[config.mk]
export PLATFORM = sky130hd
export DESIGN_NAME = footswitch_delayed_output_timer_flat
export DESIGN_NICKNAME = d
export VERILOG_FILES = /design/src/design/fdt_pkg.sv /design/src/design/fdt_in_if.sv /design/src/design/fdt_out_if.sv /design/src/design/footswitch_delayed_output_timer.sv /design/src/flat_wrapper.sv
export VERILOG_INCLUDE_DIRS = /design/src /design/src/design
export SDC_FILE = /design/constraint.sdc
export NUM_CORES = 1
export LEC_CHECK = 0
export CELL_PAD_IN_SITES_DETAIL_PLACEMENT = 0
export CELL_PAD_IN_SITES_GLOBAL_PLACEMENT = 1
export CORE_MARGIN = 2
export CORE_UTILIZATION = 52
export CTS_BUF_LIST = sky130_fd_sc_hd__clkbuf_8
export DETAILED_ROUTE_END_ITERATION = 8
export DONT_BUFFER_PORTS = 1
export PLACE_DENSITY_LB_ADDON = 0.08
export SETUP_SLACK_MARGIN = 0.02
export SLEW_MARGIN = 25
export SYNTH_ARGS = -nofsm -noshare
export SYNTH_HDL_FRONTEND = slang
export SYNTH_SLANG_ARGS = --single-unit
[constraint.sdc]
create_clock -name clk_i -period 8.3 [get_ports clk_i]
set_input_delay 0.83 -clock clk_i [delete_from_list [all_inputs] [get_ports clk_i]]
set_output_delay 0.83 -clock clk_i [all_outputs]
set_load 0.03 [all_outputs]
[src/design/footswitch_delayed_output_timer_defines.svh]
// Assertion macros shared by the footswitch delayed output timer.
// Depends on nothing; files that check their logic take it by include.
`ifndef FOOTSWITCH_DELAYED_OUTPUT_TIMER_DEFINES_SVH
`define FOOTSWITCH_DELAYED_OUTPUT_TIMER_DEFINES_SVH

`ifndef ASSERT_OFF
// Check a property on every clock edge outside reset.
`define FDT_ASSERT(lbl, clk, rst_n, prop, msg) \
  lbl: assert property (@(posedge clk) disable iff (!rst_n) (prop)) else $error(msg);
// Check a property on every clock edge, reset included.
`define FDT_ASSERT_ALWAYS(lbl, clk, prop, msg) \
  lbl: assert property (@(posedge clk) (prop)) else $error(msg);
`else
`define FDT_ASSERT(lbl, clk, rst_n, prop, msg)
`define FDT_ASSERT_ALWAYS(lbl, clk, prop, msg)
`endif

`endif

[src/design/fdt_pkg.sv]
// Shared widths, constants and register map of the footswitch delayed output timer.
// Depends on nothing.
package fdt_pkg;

  // Field widths
  localparam int unsigned KnobW     = 12;
  localparam int unsigned LevelW    = 12;
  localparam int unsigned CfgW      = 10;
  localparam int unsigned DelayW    = 14;
  localparam int unsigned BeepW     = 10;
  localparam int unsigned ApbDataW  = 32;
  localparam int unsigned ApbAddrW  = 3;

  // Register map: index taken from paddr bit 2
  localparam logic RegBeepTicks = 1'b0;
  localparam logic RegMinDelay  = 1'b1;

  localparam logic [CfgW-1:0] BeepTicksRst = CfgW'(300);
  localparam logic [CfgW-1:0] MinDelayRst  = CfgW'(10);

  localparam logic [LevelW-1:0] LevelMax = LevelW'(4095);

  // Delay scale knob * 1000 / 273, done as one multiply by a rounded-up
  // reciprocal. With a 21-bit shift the error stays below 1/273 over the
  // whole knob range, so the floor is exact with no correction step.
  localparam longint unsigned DelayNum   = 1000;
  localparam longint unsigned DelayDen   = 273;
  localparam int unsigned     RecipShift = 21;
  localparam longint unsigned RecipMulL  =
    ((64'd1 << RecipShift) * DelayNum + DelayDen - 1) / DelayDen;
  localparam int unsigned     RecipW     = 23;
  localparam logic [RecipW-1:0] RecipMul = RecipMulL[RecipW-1:0];
  localparam int unsigned     ProdW      = KnobW + RecipW;

endpackage

[src/design/fdt_in_if.sv]
// Input channel of the footswitch delayed output timer: one tick beat.
// Depends on fdt_pkg for field widths.
interface fdt_in_if;
  logic                        valid;
  logic                        ready;
  logic                        pedal_pressed;
  logic [fdt_pkg::KnobW-1:0]   delay_knob;
  logic [fdt_pkg::KnobW-1:0]   level_knob;

  modport source (output valid, output pedal_pressed, output delay_knob,
                  output level_knob, input ready);
  modport sink   (input valid, input pedal_pressed, input delay_knob,
                  input level_knob, output ready);
endinterface

[src/design/fdt_out_if.sv]
// Result channel of the footswitch delayed output timer: one result beat per tick.
// Depends on fdt_pkg for field widths.
interface fdt_out_if;
  logic                        valid;
  logic                        ready;
  logic                        buzzer_on;
  logic [fdt_pkg::LevelW-1:0]  output_level;
  logic                        level_write;
  logic                        delay_pending;

  modport source (output valid, output buzzer_on, output output_level,
                  output level_write, output delay_pending, input ready);
  modport sink   (input valid, input buzzer_on, input output_level,
                  input level_write, input delay_pending, output ready);
endinterface

[src/design/footswitch_delayed_output_timer.sv]
// Footswitch delayed output timer: top level with tick logic and APB registers.
// Depends on fdt_pkg, fdt_in_if, fdt_out_if and the assertion macro header.
//
// Usage:
//   in_chan carries one beat per 1 ms tick: pedal level and two knob readings.
//   out_chan returns exactly one result beat per input beat, in order:
//   buzzer drive, held output level, a level-write strobe and the pending flag.
//   A beat is taken into an input register, then the next state and result
//   are formed in one pass of logic (one 12x23 multiply for the delay scale
//   plus counters and compares) and land in the result register.
//   Throughput is one beat per cycle while out_chan.ready stays high, set
//   by the single-pass tick logic. When the receiver stalls, the result
//   holds and the input register keeps one more beat; input ready drops
//   only while both are full. Reset clears the pedal history, countdown,
//   beep, buzzer and level; loads beep_ticks = 300 and min_delay_ticks = 10.
//   The user must write the two registers over the APB port (paddr 0 and 4)
//   only while the block is idle, which it does not enforce; pready stays high.
`include "footswitch_delayed_output_timer_defines.svh"

module footswitch_delayed_output_timer (
  input  logic                           clk_i,
  input  logic                           rst_ni,
  fdt_in_if.sink                         in_chan,
  fdt_out_if.source                      out_chan,
  input  logic                           psel_i,
  input  logic                           penable_i,
  input  logic                           pwrite_i,
  input  logic [fdt_pkg::ApbAddrW-1:0]   paddr_i,
  input  logic [fdt_pkg::ApbDataW-1:0]   pwdata_i,
  output logic [fdt_pkg::ApbDataW-1:0]   prdata_o,
  output logic                           pready_o
);

  // Configuration registers
  logic [fdt_pkg::CfgW-1:0] beep_ticks_q, min_delay_q;
  logic                     cfg_wr;

  // Input register
  logic                       in_valid_q;
  logic                       pedal_q;
  logic [fdt_pkg::KnobW-1:0]  dknob_q, lknob_q;

  // Tick state, also the result payload
  logic                        pedal_prev_q, pedal_prev_d;
  logic                        pending_q, pending_d;
  logic [fdt_pkg::DelayW-1:0]  delay_left_q, delay_left_d;
  logic [fdt_pkg::BeepW-1:0]   beep_left_q, beep_left_d;
  logic                        buzzer_q, buzzer_d;
  logic [fdt_pkg::LevelW-1:0]  level_q, level_d;
  logic                        wrote_q, wrote_d;
  logic                        out_valid_q;

  logic                        advance;
  logic                        in_accept;
  logic [fdt_pkg::ProdW-1:0]   prod;
  logic [fdt_pkg::DelayW-1:0]  scaled, load_delay;

  // APB: no wait states, register picked by paddr bit 2
  assign pready_o = 1'b1;
  assign cfg_wr   = psel_i && penable_i && pwrite_i;

  always_comb begin
    unique case (paddr_i[2])
      fdt_pkg::RegBeepTicks: prdata_o = fdt_pkg::ApbDataW'(beep_ticks_q);
      fdt_pkg::RegMinDelay:  prdata_o = fdt_pkg::ApbDataW'(min_delay_q);
      default:               prdata_o = '0;
    endcase
  end

  always_ff @(posedge clk_i or negedge rst_ni) begin
    if (!rst_ni) begin
      beep_ticks_q <= fdt_pkg::BeepTicksRst;
      min_delay_q  <= fdt_pkg::MinDelayRst;
    end else if (cfg_wr) begin
      if (paddr_i[2] == fdt_pkg::RegBeepTicks) begin
        beep_ticks_q <= pwdata_i[fdt_pkg::CfgW-1:0];
      end else begin
        min_delay_q <= pwdata_i[fdt_pkg::CfgW-1:0];
      end
    end
  end

  // Handshake: move a beat on when the result register is free or drains
  assign advance        = in_valid_q && (!out_valid_q || out_chan.ready);
  assign in_chan.ready  = !in_valid_q || advance;
  assign in_accept      = in_chan.valid && in_chan.ready;

  always_ff @(posedge clk_i or negedge rst_ni) begin
    if (!rst_ni) begin
      in_valid_q  <= 1'b0;
      out_valid_q <= 1'b0;
    end else begin
      if (in_accept) begin
        in_valid_q <= 1'b1;
      end else if (advance) begin
        in_valid_q <= 1'b0;
      end
      if (advance) begin
        out_valid_q <= 1'b1;
      end else if (out_chan.ready) begin
        out_valid_q <= 1'b0;
      end
    end
  end

  // Capture the input beat
  always_ff @(posedge clk_i) begin
    if (in_accept) begin
      pedal_q <= in_chan.pedal_pressed;
      dknob_q <= in_chan.delay_knob;
      lknob_q <= in_chan.level_knob;
    end
  end

  // Scale the delay knob: floor(knob * 1000 / 273), clamp below to min and 1
  assign prod   = fdt_pkg::ProdW'(dknob_q) * fdt_pkg::ProdW'(fdt_pkg::RecipMul);
  assign scaled = prod[fdt_pkg::RecipShift +: fdt_pkg::DelayW];

  always_comb begin
    load_delay = scaled;
    if (scaled < fdt_pkg::DelayW'(min_delay_q)) begin
      load_delay = fdt_pkg::DelayW'(min_delay_q);
    end
    if (load_delay == '0) begin
      load_delay = fdt_pkg::DelayW'(1);
    end
  end

  // Tick logic: beep countdown, delay countdown, then pedal edges
  always_comb begin
    beep_left_d  = beep_left_q;
    buzzer_d     = buzzer_q;
    pending_d    = pending_q;
    delay_left_d = delay_left_q;
    level_d      = level_q;
    wrote_d      = 1'b0;
    pedal_prev_d = pedal_q;

    if (beep_left_d != '0) begin
      beep_left_d = beep_left_d - fdt_pkg::BeepW'(1);
      if (beep_left_d == '0) begin
        buzzer_d = 1'b0;
      end
    end

    if (pending_q) begin
      if (delay_left_d != '0) begin
        delay_left_d = delay_left_d - fdt_pkg::DelayW'(1);
      end
      if (delay_left_d == '0) begin
        pending_d = 1'b0;
        if (pedal_q) begin
          level_d     = (lknob_q > fdt_pkg::LevelMax) ? fdt_pkg::LevelMax : lknob_q;
          wrote_d     = 1'b1;
          beep_left_d = beep_ticks_q;
          buzzer_d    = (beep_ticks_q != '0);
        end
      end
    end

    // Press edge with nothing pending: load countdown and beep
    if (pedal_q && !pedal_prev_q && !pending_d) begin
      delay_left_d = load_delay;
      pending_d    = 1'b1;
      beep_left_d  = beep_ticks_q;
      buzzer_d     = (beep_ticks_q != '0);
    end

    // Release edge: cancel everything and drop the level
    if (!pedal_q && pedal_prev_q) begin
      pending_d    = 1'b0;
      delay_left_d = '0;
      beep_left_d  = '0;
      buzzer_d     = 1'b0;
      level_d      = '0;
      wrote_d      = 1'b1;
    end
  end

  always_ff @(posedge clk_i or negedge rst_ni) begin
    if (!rst_ni) begin
      pedal_prev_q <= 1'b0;
      pending_q    <= 1'b0;
      delay_left_q <= '0;
      beep_left_q  <= '0;
      buzzer_q     <= 1'b0;
      level_q      <= '0;
      wrote_q      <= 1'b0;
    end else if (advance) begin
      pedal_prev_q <= pedal_prev_d;
      pending_q    <= pending_d;
      delay_left_q <= delay_left_d;
      beep_left_q  <= beep_left_d;
      buzzer_q     <= buzzer_d;
      level_q      <= level_d;
      wrote_q      <= wrote_d;
    end
  end

  // Result beat comes straight from the state
  assign out_chan.valid         = out_valid_q;
  assign out_chan.buzzer_on     = buzzer_q;
  assign out_chan.output_level  = level_q;
  assign out_chan.level_write   = wrote_q;
  assign out_chan.delay_pending = pending_q;

  // A countdown only runs while the pedal is held
  `FDT_ASSERT(pend_needs_pedal_a, clk_i, rst_ni, pending_q |-> pedal_prev_q, "pending without pedal held")
  // A running countdown never sits at zero
  `FDT_ASSERT(pend_nonzero_a, clk_i, rst_ni, pending_q |-> (delay_left_q != '0), "pending with empty countdown")
  // The buzzer is on only while a beep counts
  `FDT_ASSERT(buzzer_beep_a, clk_i, rst_ni, buzzer_q |-> (beep_left_q != '0), "buzzer on with no beep left")
  // Applying a nonzero level ends the countdown
  `FDT_ASSERT(level_ends_pend_a, clk_i, rst_ni, (out_valid_q && wrote_q && (level_q != '0)) |-> !pending_q, "level applied while still pending")

endmodule
[src/flat_wrapper.sv]
// flat-port wrapper written by rule: the top's interface ports become plain ports
module footswitch_delayed_output_timer_flat 
  (clk_i, rst_ni, psel_i, penable_i, pwrite_i, paddr_i, pwdata_i, prdata_o, pready_o, in_chan_valid, in_chan_pedal_pressed, in_chan_delay_knob, in_chan_level_knob, in_chan_ready, out_chan_valid, out_chan_buzzer_on, out_chan_output_level, out_chan_level_write, out_chan_delay_pending, out_chan_ready);
  fdt_in_if in_chan_i ();
  fdt_out_if out_chan_i ();
  input  logic clk_i;
  input  logic rst_ni;
  input  logic psel_i;
  input  logic penable_i;
  input  logic pwrite_i;
  input  logic [fdt_pkg::ApbAddrW-1:0] paddr_i;
  input  logic [fdt_pkg::ApbDataW-1:0] pwdata_i;
  output logic [fdt_pkg::ApbDataW-1:0] prdata_o;
  output logic pready_o;
  input wire logic [$bits(in_chan_i.valid)-1:0] in_chan_valid;
  input wire logic [$bits(in_chan_i.pedal_pressed)-1:0] in_chan_pedal_pressed;
  input wire logic [$bits(in_chan_i.delay_knob)-1:0] in_chan_delay_knob;
  input wire logic [$bits(in_chan_i.level_knob)-1:0] in_chan_level_knob;
  output wire logic [$bits(in_chan_i.ready)-1:0] in_chan_ready;
  output wire logic [$bits(out_chan_i.valid)-1:0] out_chan_valid;
  output wire logic [$bits(out_chan_i.buzzer_on)-1:0] out_chan_buzzer_on;
  output wire logic [$bits(out_chan_i.output_level)-1:0] out_chan_output_level;
  output wire logic [$bits(out_chan_i.level_write)-1:0] out_chan_level_write;
  output wire logic [$bits(out_chan_i.delay_pending)-1:0] out_chan_delay_pending;
  input wire logic [$bits(out_chan_i.ready)-1:0] out_chan_ready;
  assign in_chan_i.valid = in_chan_valid;
  assign in_chan_i.pedal_pressed = in_chan_pedal_pressed;
  assign in_chan_i.delay_knob = in_chan_delay_knob;
  assign in_chan_i.level_knob = in_chan_level_knob;
  assign in_chan_ready = in_chan_i.ready;
  assign out_chan_valid = out_chan_i.valid;
  assign out_chan_buzzer_on = out_chan_i.buzzer_on;
  assign out_chan_output_level = out_chan_i.output_level;
  assign out_chan_level_write = out_chan_i.level_write;
  assign out_chan_delay_pending = out_chan_i.delay_pending;
  assign out_chan_i.ready = out_chan_ready;
  footswitch_delayed_output_timer u_core (.clk_i(clk_i), .rst_ni(rst_ni), .in_chan(in_chan_i), .out_chan(out_chan_i), .psel_i(psel_i), .penable_i(penable_i), .pwrite_i(pwrite_i), .paddr_i(paddr_i), .pwdata_i(pwdata_i), .prdata_o(prdata_o), .pready_o(pready_o));
endmodule
Yosys cells after proc, flatten, opt, wreduce, memory -nomap -nowiden
Cells that the tools add are included.

storage, ports and cells
  register bits after elaboration = 87
  input bits = 67
  output and inout port bits = 50
  word-level logic and storage cells = 88

operators by class
  $add $sub $neg = 2
  multipliers = 1
  $lt $le $gt $ge = 2
  mux-type cells = 38
  bitwise gates (word level) = 1
  reductions and logical operators = 30

operators by type and width
  kind                                                                    count
  14-bit 2-to-1 mux                                                       7
  32-bit case mux with 2 select lines                                     1
  10-bit 2-to-1 mux                                                       6
  12-bit 2-to-1 mux                                                       5
  12-bit by 21-bit multiplier with 33-bit output (second input constant)  1
  14-bit logical NOT                                                      2
  10-bit nonzero test                                                     2
  1-bit 2-to-1 mux                                                        19
  14-bit by 10-bit less-than comparator with 1-bit output                 1
  14-bit nonzero test                                                     1
  14-bit by 1-bit subtractor with 14-bit output (second input constant)   1
  12-bit > comparator (second input constant)                             1
  10-bit logical NOT                                                      1
  2-bit nonzero test                                                      5
  10-bit by 1-bit subtractor with 10-bit output (second input constant)   1
  1-bit logical AND                                                       7
  2-bit AND reduction                                                     3
  1-bit logical NOT                                                       5
  4-bit AND reduction                                                     1
  3-bit nonzero test                                                      1
  1-bit logical OR                                                        2
  1-bit inverter                                                          1

Logic depth before layout (Yosys ltp)
Gate-level depths: netlist of run 1.

  word-level depth = 10
  gate-level depth with buffers = 30
  mapped depth without buffers = 29

Worst setup path before layout of run 1
OpenSTA, ideal clock, no wires.

  path kind = reg2reg
  from = register u_core.dknob_q[9] (netlist bit)
  to = register u_core.delay_left_q[3] (netlist bit)
  library setup time = 125 ps
  data arrival time = 6,819 ps
  path slack = 1,356 ps
  cell stages (with the launch flop) = 27
  buffers on the path = 1
  period minus slack after synthesis = 6,944 ps
  cells stage by stage = edfxtp_1 fa_1 inv_1 fa_1 fa_1 inv_1 fa_1 inv_1 fa_1 inv_1 ha_1 a211o_1 a21oi_1 o21ai_1 a221o_1 a211oi_1 ha_1 a21o_1 a21o_1 a21o_1 nor3_1 a211oi_1 nor4_1 buf_4 mux2_1 a21oi_1 o21ai_1

between the ends
  cells in the longest elaborated chain, start to end = 7

ends and longest elaborated chain
  what                                                     RTL line                                source
  start: declaration                                       footswitch_delayed_output_timer.sv:41   logic [fdt_pkg::KnobW-1:0] dknob_q, lknob_q;
  start signal: assignment                                 footswitch_delayed_output_timer.sv:110  dknob_q <= in_chan.delay_knob;
  12-bit by 21-bit multiplier with 33-bit output (*)       footswitch_delayed_output_timer.sv:116  assign prod = fdt_pkg::ProdW'(dknob_q) * fdt_pkg::ProdW'(fdt_pkg::RecipMul);
  14-bit by 10-bit less-than comparator with 1-bit output  footswitch_delayed_output_timer.sv:121  if (scaled < fdt_pkg::DelayW'(min_delay_q)) begin
  14-bit 2-to-1 mux (*)                                    footswitch_delayed_output_timer.sv:121
  14-bit logical NOT                                       footswitch_delayed_output_timer.sv:124  if (load_delay == '0) begin
  14-bit 2-to-1 mux (*)                                    footswitch_delayed_output_timer.sv:124
  14-bit 2-to-1 mux (*)                                    footswitch_delayed_output_timer.sv:162  if (pedal_q && !pedal_prev_q && !pending_d) begin
  14-bit 2-to-1 mux (*)                                    footswitch_delayed_output_timer.sv:170  if (!pedal_q && pedal_prev_q) begin
  end signal: assignment                                   footswitch_delayed_output_timer.sv:192  delay_left_q <= delay_left_d;
  end: declaration                                         footswitch_delayed_output_timer.sv:46   logic [fdt_pkg::DelayW-1:0] delay_left_q, delay_left_d;

Mark *: on every way between the ends. The rest lies on a longest branch, timed or not.
A chain may end at the register's enable or synchronous reset.

Worst setup path in the final report of run 1
  from = register u_core.dknob_q[6] (netlist bit)
  to = register u_core.delay_left_q[2] (netlist bit)

The elaborated chain is that of the path after synthesis.

==> metrics.txt, run 1 <==
filler cell count in the final layout 1679; CP Launch Type register; horizontal die dimension 140 um; site row count 49; timing startpoint of the critical path u_core.dknob_q[6]; biggest fanout along the worst timing path 10; R2R Path Start u_core.dknob_q[6]; layout overhead on the synthesized area 3.08%; total negative setup slack 0 ps; drt first pass iters 5; number of enable-type register cells in the synthesized netlist 25; fin. max-slew vios 0; WL/cell 18.9 um; number of library cell types mapped by synthesis 72; Arrival @ worst endpoint 7870 ps; Skew-Pair Late Insertion Delay 390 ps; total die area 19500 sq um; layout cells sized above 1 0.0770; most frequent cell after synthesis sky130_fd_sc_hd__inv_1; Detail Route Antenna Nets 0; Detail Placement HPWL 19200 um; run status finished clean; cell taking the most area after synthesis sky130_fd_sc_hd__fa_1; final non-filler cell total 1229; unrepaired setup endpoints after global routing false; post-CTS setup buffer count 0; Fmax achieved 0.132 GHz; CTS tree done; CTS Hold Buffers Added 0; boundary pin count 117; via count 7081; clock sink count 87; clock-pin slew of the registers on the worst-case setup and hold paths 110 ps; cell type of the slowest stage on the worst timing path sky130_fd_sc_hd__fa_1; startpoint-to-endpoint class of the critical path register to register; number of warnings issued by yosys 0; number of antenna violations at the first check in global routing 0; count of instances resized after the clock tree is built 0; via count of the first global-routing pass 7100; max-cap viol count 0; Slew HR 0.401; clock tree root buffer cell sky130_fd_sc_hd__clkbuf_8; Synth Flop Type sky130_fd_sc_hd__dfrtp_1; endpoints failing hold 0; total standard cell area after synthesis 9580 sq um; HP Class primary input to async pin; Sequential Area 2310 sq um; R2R Path End u_core.delay_left_q[2]; Worst Reg-to-Reg Cells 26; total DRC errors in the routed layout 0; worst clock skew on the final layout 29.3 ps; number of DRC markers in iteration 0 517; Port Buffers 0; combined global-route utilization of all metal layers 0.248; Buf+Inv Stages, Crit Path 5; pre-CTS worst setup slack 736 ps; cell types with the highest counts after synthesis 185 x sky130_fd_sc_hd__inv_1, 99 x sky130_fd_sc_hd__ha_1, 86 x sky130_fd_sc_hd__fa_1; sort of element at the end of the critical path register; global-route wire length before repair 38100 um; initial core utilization 0.531; number of nets at the end of the flow 1247; number of cells in the design after placement 1213; final setup slack of the worst path 720 ps; buffers from clock root to sink, at most 2; actual transition at the worst max-transition pin 890 ps; Required @ worst endpoint 8590 ps; cell class contributing the biggest share of worst-path delay adder cells; Min Clock Period, post-route 7580 ps; ant diodes 0; core area 18000 sq um; total area of multi-input combinational cells 6360 sq um; number of storage elements in the synthesis netlist 87; largest net degree at the start of global routing 63; GRT Residual Overflow 0; share of synthesized area occupied by flip-flops and latches 0.241; most area-consuming cells after synthesis sky130_fd_sc_hd__fa_1 18%, sky130_fd_sc_hd__dfrtp_1 15%, sky130_fd_sc_hd__ha_1 13%; share of async-settable or async-resettable flops after synthesis 0.713; synthesized area per cell 9.46 sq um; total wire length 23300 um; Worst path max stage delay 570 ps; detail-routed via count per cell 5.76; number of buffers added by the clock tree synthesis step 9; fin crit share 0.913; proportion of netlist area held by the largest area contributor 0.180; Synth Instances 1012; vertical extent of the die 140 um; setup slack of the most critical reg-to-reg path 720 ps; H-tree Lvls 3; GPL Wtd Cong 0.893; final count of negative-setup-slack endpoints 0
[final cells by class]
class	count	share of cell area
Tap cell	229	0.0290
Timing Repair Buffer	4	0.00304
Inverter	185	0.0703
Multi-Input combinational cell	708	0.644
Sequential cell	87	0.234
Clock buffer	9	0.0125
Clock inverter	7	0.00735
[through the flow]
stage | instance area [sq um] | hold slack, ps | utilization
global placement | 9660 | 445 | 0.536
CTS | 9870 | 96.3 | 0.547
finish | 9870 | 113 | 0.548
floorplan | 9660 | 443 | -
global route | 9870 | 96.8 | 0.548
detailed placement | 9670 | 456 | 0.537
[worst max-delay path by stage]
stage,slack [ps],cells past startpoint,end
detailed placement,740,26,u_core.delay_left_q[8]
global route,280,27,u_core.delay_left_q[2]
global placement,820,26,u_core.delay_left_q[2]
CTS,720,26,u_core.delay_left_q[8]
floorplan,1360,26,u_core.delay_left_q[3]
finish,720,26,u_core.delay_left_q[2]
[flip-flops by register name, summed over array words and instances, names as in the netlist]
register	flops
u_core.beep_ticks_q	10
u_core.pedal_prev_q	1
u_core.in_valid_q	1
u_core.out_chan.valid	1
u_core.out_chan.output_level	12
u_core.out_chan.delay_pending	1
u_core.out_chan.buzzer_on	1
u_core.out_chan.level_write	1
u_core.dknob_q	12
u_core.delay_left_q	14
u_core.pedal_prev_d	1
u_core.min_delay_q	10
u_core.beep_left_q	10
u_core.lknob_q	12
[worst register-to-register path, cell delays in order, from the launching register on]
cell and delay (ps):
sky130_fd_sc_hd__edfxtp_1 560, sky130_fd_sc_hd__ha_1 520, sky130_fd_sc_hd__inv_1 90, sky130_fd_sc_hd__fa_1 510, sky130_fd_sc_hd__inv_1 60, sky130_fd_sc_hd__fa_1 500, sky130_fd_sc_hd__fa_1 540, sky130_fd_sc_hd__inv_1 50
sky130_fd_sc_hd__fa_1 570, sky130_fd_sc_hd__inv_1 50, sky130_fd_sc_hd__ha_1 350, sky130_fd_sc_hd__a21oi_1 240, sky130_fd_sc_hd__nand2_1 80, sky130_fd_sc_hd__a221o_1 400, sky130_fd_sc_hd__a2111oi_0 550, sky130_fd_sc_hd__nor2_1 210
sky130_fd_sc_hd__ha_1 340, sky130_fd_sc_hd__a21o_1 160, sky130_fd_sc_hd__a21oi_1 170, sky130_fd_sc_hd__o21ai_0 130, sky130_fd_sc_hd__nor3_1 190, sky130_fd_sc_hd__a211oi_1 150, sky130_fd_sc_hd__nor4_2 230, sky130_fd_sc_hd__buf_4 240
sky130_fd_sc_hd__mux2i_1 230, sky130_fd_sc_hd__nand2_1 100, sky130_fd_sc_hd__a32o_1 270
[per-layer routing]
layer	global-route usage	routed length (um)	vias up
li1	-	-	3422
met1	0.371	11500	3467
met2	0.367	9930	174
met3	0.0595	1560	18
met4	0.0547	261	0
met5	0	0	-
[cell usage in the layout, fill, tap and decap left out, types with 16 or more instances in the layout]
cell type and count:
sky130_fd_sc_hd__mux2_2 30, sky130_fd_sc_hd__dfrtp_1 56, sky130_fd_sc_hd__ha_1 99, sky130_fd_sc_hd__nor4_1 16, sky130_fd_sc_hd__o21ai_1 22, sky130_fd_sc_hd__fa_1 86
sky130_fd_sc_hd__a22o_1 20, sky130_fd_sc_hd__edfxtp_1 25, sky130_fd_sc_hd__conb_1 23, sky130_fd_sc_hd__nor3_1 28, sky130_fd_sc_hd__inv_1 185, sky130_fd_sc_hd__o21ai_0 31
sky130_fd_sc_hd__nor2_1 37, sky130_fd_sc_hd__a21oi_1 50, sky130_fd_sc_hd__nand2_1 52
[logic make-up after synthesis]
group	share of synthesized area
other	0.000784
AOI/OAI and AO/OA	0.150
adders and majority gates	0.309
DFF	0.241
buffers and inverters	0.105
xor gates and xnor gates	0.0119
muxes	0.0534
and+or+nand+nor	0.128
Power of run 1 is left out: the tool's default activity adds up to more than one toggle a clock period on the data nets, which glitch-free logic cannot reach.
==> inputs of run 2 (changes only) <==
--- a/config.mk
+++ b/config.mk
@@ -6,10 +6,11 @@
 export SDC_FILE = /design/constraint.sdc
 export NUM_CORES = 1
 export LEC_CHECK = 0
+export ABC_AREA = 1
 export CELL_PAD_IN_SITES_DETAIL_PLACEMENT = 0
 export CELL_PAD_IN_SITES_GLOBAL_PLACEMENT = 1
 export CORE_MARGIN = 2
-export CORE_UTILIZATION = 52
+export CORE_UTILIZATION = 50
 export CTS_BUF_LIST = sky130_fd_sc_hd__clkbuf_8
 export DETAILED_ROUTE_END_ITERATION = 8
 export DONT_BUFFER_PORTS = 1
==> run 2 against run 1 <==
Net effect:
- maximum frequency up 2.6%
- area after synthesis fell by 1.6%
- register-to-register slack better by 190 ps
- global-route usage decreased by 0.97 points
- first-iteration DRC count decreased by 33%
- sequential share of layout area rose by 0.21 points
- critical path type unchanged
- largest cell class unchanged
==> metrics.txt, run 2 <==
Critical path destination u_core.delay_left_q[0] (was u_core.delay_left_q[2]); pre-CTS worst setup slack 986 ps (was 736 ps); total DRC errors in the routed layout 0 (unchanged); Min Clock Period, post-route 7390 ps (was 7580 ps); R2R Path Start u_core.dknob_q[3] (was u_core.dknob_q[6]); GRT Residual Overflow 0 (unchanged); initial core utilization 0.507 (was 0.531); Synth Instances 1205 (was 1012); buffers from clock root to sink, at most 2 (unchanged); Fmax achieved 0.135 GHz (was 0.132 GHz); number of enable-type register cells in the synthesized netlist 25 (unchanged); unrepaired setup endpoints after global routing false (unchanged); Slew HR 0.268 (was 0.401); synthesized area per cell 7.82 sq um (was 9.46 sq um); biggest fanout along the worst timing path 11 (was 10); CTS Hold Buffers Added 0 (unchanged); startpoint-to-endpoint class of the critical path register to register (unchanged); cell types with the highest counts after synthesis 282 x sky130_fd_sc_hd__nand2_1, 279 x sky130_fd_sc_hd__inv_1, 99 x sky130_fd_sc_hd__ha_1 (was 185 x sky130_fd_sc_hd__inv_1, 99 x sky130_fd_sc_hd__ha_1, 86 x sky130_fd_sc_hd__fa_1); sort of element at the end of the critical path register (unchanged); vertical extent of the die 141 um (was 140 um); Synth Flop Type sky130_fd_sc_hd__dfrtp_1 (unchanged); Worst Reg-to-Reg Cells 35 (was 26); layout cells sized above 1 0.0333 (was 0.0770); number of library cell types mapped by synthesis 43 (was 72); CTS tree done (unchanged); drt first pass iters 5 (unchanged); Detail Placement HPWL 18900 um (was 19200 um); Port Buffers 0 (unchanged); Arrival @ worst endpoint 7650 ps (was 7870 ps); timing startpoint of the critical path u_core.dknob_q[3] (was u_core.dknob_q[6]); horizontal die dimension 141 um (was 140 um); via count 7153 (was 7081); leading cell type in the layout, fill and taps excluded sky130_fd_sc_hd__nand2_1 (was sky130_fd_sc_hd__inv_1); fin. max-slew vios 0 (unchanged); fin crit share 0.890 (was 0.913); post-CTS setup buffer count 0 (unchanged); number of DRC markers in iteration 0 347 (was 517); clock-pin slew of the registers on the worst-case setup and hold paths 110 ps (about the same); proportion of netlist area held by the largest area contributor 0.183 (was 0.180); run status finished clean (unchanged); count of instances resized after the clock tree is built 0 (unchanged); max reg flops 14 (unchanged); CP Launch Type register (unchanged); number of buffers added by the clock tree synthesis step 9 (unchanged); setup slack of the most critical reg-to-reg path 910 ps (was 720 ps); boundary pin count 117 (unchanged); max-cap viol count 0 (unchanged); number of storage elements in the synthesis netlist 87 (unchanged); number of nets at the end of the flow 1448 (was 1247); share of synthesized area occupied by flip-flops and latches 0.245 (was 0.241); top register by number of flip-flops u_core.delay_left_q (unchanged); final count of negative-setup-slack endpoints 0 (unchanged); Worst path max stage delay 600 ps (was 570 ps); site row count 50 (was 49); total negative setup slack 0 ps (unchanged); global-route wire length before repair 37100 um (was 38100 um); CP most frequent cell sky130_fd_sc_hd__nand2_1; cell taking the most area after synthesis sky130_fd_sc_hd__fa_1 (unchanged); most frequent cell after synthesis sky130_fd_sc_hd__nand2_1 (was sky130_fd_sc_hd__inv_1); final instance area 9790 sq um (was 9870 sq um); ant diodes 0 (unchanged); total die area 20000 sq um (was 19500 sq um); HP Class primary input to async pin (unchanged); total wire length 22400 um (was 23300 um); combined global-route utilization of all metal layers 0.238 (was 0.248); WL/cell 15.6 um (was 18.9 um); R2R Path End u_core.delay_left_q[0] (was u_core.delay_left_q[2]); GPL Wtd Cong 0.953 (was 0.893); clock sink count 87 (unchanged); core area 18600 sq um (was 18000 sq um); number of warnings issued by yosys 0 (unchanged); most area-consuming cells after synthesis sky130_fd_sc_hd__fa_1 18%, sky130_fd_sc_hd__dfrtp_1 15%, sky130_fd_sc_hd__ha_1 13% (unchanged); worst clock skew on the final layout 16.9 ps (was 29.3 ps); total standard cell area after synthesis 9430 sq um (was 9580 sq um); Required @ worst endpoint 8570 ps (was 8590 ps); actual transition at the worst max-transition pin 1090 ps (was 890 ps); Detail Route Antenna Nets 0 (unchanged); commonest non-fill, non-tap cells in the layout 282 x sky130_fd_sc_hd__nand2_1, 279 x sky130_fd_sc_hd__inv_1, 99 x sky130_fd_sc_hd__ha_1, 86 x sky130_fd_sc_hd__fa_1, 65 x sky130_fd_sc_hd__nor2_1 (was 185 x sky130_fd_sc_hd__inv_1, 99 x sky130_fd_sc_hd__ha_1, 86 x sky130_fd_sc_hd__fa_1, 56 x sky130_fd_sc_hd__dfrtp_1, 52 x sky130_fd_sc_hd__nand2_1); layout overhead on the synthesized area 3.81% (was 3.08%); clock tree root buffer cell sky130_fd_sc_hd__clkbuf_8 (unchanged); Skew-Pair Late Insertion Delay 380 ps (was 390 ps); final setup slack of the worst path 914 ps (was 720 ps); H-tree Lvls 3 (unchanged); detail-routed via count per cell 4.98 (was 5.76); Placement Cell Area 9540 sq um (was 9670 sq um); core occupancy in the finished layout 0.527 (was 0.548); cell type of the slowest stage on the worst timing path sky130_fd_sc_hd__fa_1 (unchanged); share of async-settable or async-resettable flops after synthesis 0.713 (unchanged); via count of the first global-routing pass 7277 (was 7100); number of antenna violations at the first check in global routing 0 (unchanged); endpoints failing hold 0 (unchanged); largest net degree at the start of global routing 63 (unchanged)
[run 2: cell types whose count changed after synthesis, sizes merged, moves of 16 or more]
cell / change
nor2: +34
inv: +95
nand2: +233
o21ai: +16
mux2: -33
xor2: +16
nor3: -17
nor4: -21
a22o: -20
nand3: +50
[run 2: worst min-delay path by stage]
stage                                 start                              end  slack [ps]  cells past startpoint
after floorplan           u_core.lknob_q[0]  u_core.out_chan.output_level[0]         430                      2
after global placement    u_core.lknob_q[1]  u_core.out_chan.output_level[1]         440                      2
after detailed placement  u_core.lknob_q[5]  u_core.out_chan.output_level[5]         450                      2
after CTS                            rst_ni            u_core.beep_left_q[8]         120                      0
after global routing                 rst_ni            u_core.min_delay_q[4]         110                      0
final                                rst_ni            u_core.min_delay_q[2]         140                      0
[run 2: cell families (layout without fill, tap and decap cells)]
kind of cell / count (synthesis) / after routing / share of synthesized area
compound gates: 132 / 132 / 0.0749
buf+inv: 324 / 299 / 0.142
flops: 87 / 87 / 0.245
fa+ha+maj: 185 / 185 / 0.314
simple gates: 446 / 446 / 0.197
xor+xnor: 29 / 29 / 0.0269
other cells: 2 / 23 / 0.000797
[run 2: area by class of cell]
type,count,area [sq um]
clock buffer,9,124
clock inverter,7,124
fill,1837,8790
inverter,281,1050
multi-input combinational,815,5870
sequential,87,2310
tap,234,293
timing repair buffer,2,15.0
[run 2: critical path: cells and delay by family, from the launching register on]
family | cells | cell delay, ps
adder cells (fa/ha/maj) | 7 | 3290
AO/OA/AOI/OAI | 5 | 990
AND/OR/NAND/NOR | 15 | 1650
flip-flops | 1 | 590
XOR/XNOR | 1 | 290
buffers and inverters | 7 | 420
[run 2: per-layer routing]
| metal | wire length (um) | GRT usage |
|---|---|---|
| met3 | 1450 | 0.0547 |
| met2 | 9790 | 0.379 |
| met1 | 10900 | 0.338 |
| met4 | 280 | 0.0484 |
| met5 | 0 | 0 |
[run 2: stage by stage]
step	cells	hold slack [ps]
2_1_floorplan	1226	430
3_3_place_gp	1419	437
3_5_place_dp	1419	450
4_1_cts	1435	118
5_1_grt	1435	110
6_report	1435	145
Power of run 2 is left out for the same reason.
==> inputs of run 3 (changes only) <==
--- a/config.mk
+++ b/config.mk
@@ -9,13 +9,14 @@
 export ABC_AREA = 1
 export CELL_PAD_IN_SITES_DETAIL_PLACEMENT = 0
 export CELL_PAD_IN_SITES_GLOBAL_PLACEMENT = 1
-export CORE_MARGIN = 2
+export CORE_ASPECT_RATIO = 1.75
 export CORE_UTILIZATION = 50
 export CTS_BUF_LIST = sky130_fd_sc_hd__clkbuf_8
 export DETAILED_ROUTE_END_ITERATION = 8
 export DONT_BUFFER_PORTS = 1
 export PLACE_DENSITY_LB_ADDON = 0.08
 export SETUP_SLACK_MARGIN = 0.02
+export SKIP_CTS_REPAIR_TIMING = 1
 export SLEW_MARGIN = 25
 export SYNTH_ARGS = -nofsm -noshare
 export SYNTH_HDL_FRONTEND = slang
==> run 3 against run 2 <==
Net effect:
- routed wire length up 12%
- register-to-register slack better by 200 ps
- utilization up 0.16 points
- cell count up 0.21%
- flip-flop and latch count unchanged
- critical path type unchanged
==> metrics.txt, run 3 (synthesis results as in run 2) <==
final count of negative-setup-slack endpoints 0 (unchanged); timing startpoint of the critical path u_core.dknob_q[6] (was u_core.dknob_q[3]); Min Clock Period, post-route 7190 ps (was 7390 ps); vertical extent of the die 184 um (was 141 um); cell type of the slowest stage on the worst timing path sky130_fd_sc_hd__edfxtp_1 (was sky130_fd_sc_hd__fa_1); Critical path destination u_core.delay_left_q[0] (unchanged); Fmax achieved 0.139 GHz (was 0.135 GHz); clock-pin slew of the registers on the worst-case setup and hold paths 110 ps (about the same); via count 7304 (was 7153); GRT Residual Overflow 0 (unchanged); via count of the first global-routing pass 7923 (was 7277); total die area 19400 sq um (was 20000 sq um); Detail Placement HPWL 21200 um (was 18900 um); run status finished clean (unchanged); H-tree Lvls 3 (unchanged); setup slack of the most critical reg-to-reg path 1110 ps (was 910 ps); largest net degree at the start of global routing 63 (unchanged); total wire length 25000 um (was 22400 um); total DRC errors in the routed layout 0 (unchanged); Worst Reg-to-Reg Cells 30 (was 35); amount of wire on met2 after detailed routing 14600 um (was 9790 um); startpoint-to-endpoint class of the critical path register to register (unchanged); clock sink count 87 (unchanged); layout cells sized above 1 0.0333 (about the same); Required @ worst endpoint 8570 ps (about the same); detail-routed via count per cell 5.08 (was 4.98); core area 18500 sq um (was 18600 sq um); WL/cell 17.4 um (was 15.6 um); actual transition at the worst max-transition pin 1030 ps (was 1090 ps); endpoints failing hold 0 (unchanged); post-route met1 wirelength 8010 um (was 10900 um); Skew-Pair Late Insertion Delay 380 ps (about the same); layout overhead on the synthesized area 3.66% (was 3.81%); max-cap viol count 0 (unchanged); clock tree root buffer cell sky130_fd_sc_hd__clkbuf_8 (unchanged); boundary pin count 117 (unchanged); max reg flops 14 (unchanged); Worst path max stage delay 610 ps (was 600 ps); fin. max-slew vios 0 (unchanged); initial core utilization 0.510 (was 0.507); leading cell type in the layout, fill and taps excluded sky130_fd_sc_hd__nand2_1 (unchanged); ant diodes 0 (unchanged); CTS tree done (unchanged); combined global-route utilization of all metal layers 0.279 (was 0.238); Arrival @ worst endpoint 7460 ps (was 7650 ps); site row count 66 (was 50); wire length on met3 489 um (was 1450 um); horizontal die dimension 106 um (was 141 um); R2R Path End u_core.delay_left_q[0] (unchanged); global-route wire length before repair 40300 um (was 37100 um); Detail Route Antenna Nets 0 (unchanged); buffers from clock root to sink, at most 2 (unchanged); HP Class primary input to async pin (unchanged); fin crit share 0.866 (was 0.890); top register by number of flip-flops u_core.delay_left_q (unchanged); worst clock skew on the final layout 21.2 ps (was 16.9 ps); CP most frequent cell sky130_fd_sc_hd__nand2_1 (unchanged); sort of element at the end of the critical path register (unchanged); Slew HR 0.303 (was 0.268); drt first pass iters 4 (was 5); GPL Wtd Cong 0.930 (was 0.953); Port Buffers 0 (unchanged); number of DRC markers in iteration 0 297 (was 347); R2R Path Start u_core.dknob_q[6] (was u_core.dknob_q[3]); CP Launch Type register (unchanged); unrepaired setup endpoints after global routing false (unchanged); highest routed layer met4 (unchanged); number of nets at the end of the flow 1447 (was 1448); number of antenna violations at the first check in global routing 0 (unchanged); commonest non-fill, non-tap cells in the layout 282 x sky130_fd_sc_hd__nand2_1, 279 x sky130_fd_sc_hd__inv_1, 99 x sky130_fd_sc_hd__ha_1, 86 x sky130_fd_sc_hd__fa_1, 64 x sky130_fd_sc_hd__nor2_1 (was 282 x sky130_fd_sc_hd__nand2_1, 279 x sky130_fd_sc_hd__inv_1, 99 x sky130_fd_sc_hd__ha_1, 86 x sky130_fd_sc_hd__fa_1, 65 x sky130_fd_sc_hd__nor2_1); total negative setup slack 0 ps (unchanged); biggest fanout along the worst timing path 11 (unchanged); number of buffers added by the clock tree synthesis step 9 (unchanged)
[run 3: cell types whose count changed in the layout (fill, tap and decap cells not counted), sizes merged]
| cell | before | now |
|---|---|---|
| bufinv | 3 | 2 |
| clkinvlp | 1 | 0 |
| buf | 2 | 1 |
| inv | 283 | 285 |
[run 3: how the worst min path moves through the flow]
stage | endpoint | slack [ps]
2_1_floorplan | u_core.out_chan.output_level[0] | 430
3_3_place_gp | u_core.out_chan.output_level[2] | 440
3_5_place_dp | u_core.out_chan.output_level[1] | 440
4_1_cts | u_core.out_chan.output_level[6] | 120
5_1_grt | u_core.out_chan.output_level[8] | 120
6_report | u_core.min_delay_q[0] | 150
[run 3: routing by layer]
| metal | vias to the layer above | global-route usage |
|---|---|---|
| li1 | 3624 | - |
| met1 | 3455 | 0.245 |
| met2 | 133 | 0.567 |
| met3 | 92 | 0.0287 |
| met4 | 0 | 0.200 |
| met5 | - | 0 |
[run 3: critical path, delay by kind of cell, from the launching register on]
family,cells,cell delay (ps)
compound gates,5,1210
xor+xnor,1,250
fa+ha+maj,7,3310
buf+inv,5,330
flops,1,610
simple gates,12,1340
[run 3: layout make-up]
type,instances,area (sq um)
fill,1887,8720
multi-input combinational,815,5880
tap,238,298
clock inverter,7,101
timing repair buffer,1,7.51
clock buffer,9,124
sequential,87,2310
inverter,281,1050
[run 3: through the flow]
step,hold slack (ps),util,setup slack (ps),cells,cell area (sq um)
floorplan,430,-,2120,1226,9510
global placement,437,0.516,1090,1422,9540
detailed placement,444,0.516,1110,1422,9550
CTS,116,0.528,1050,1438,9770
global route,124,0.528,470,1438,9770
finish,146,0.528,1110,1438,9770
Power of run 3 is left out for the same reason.
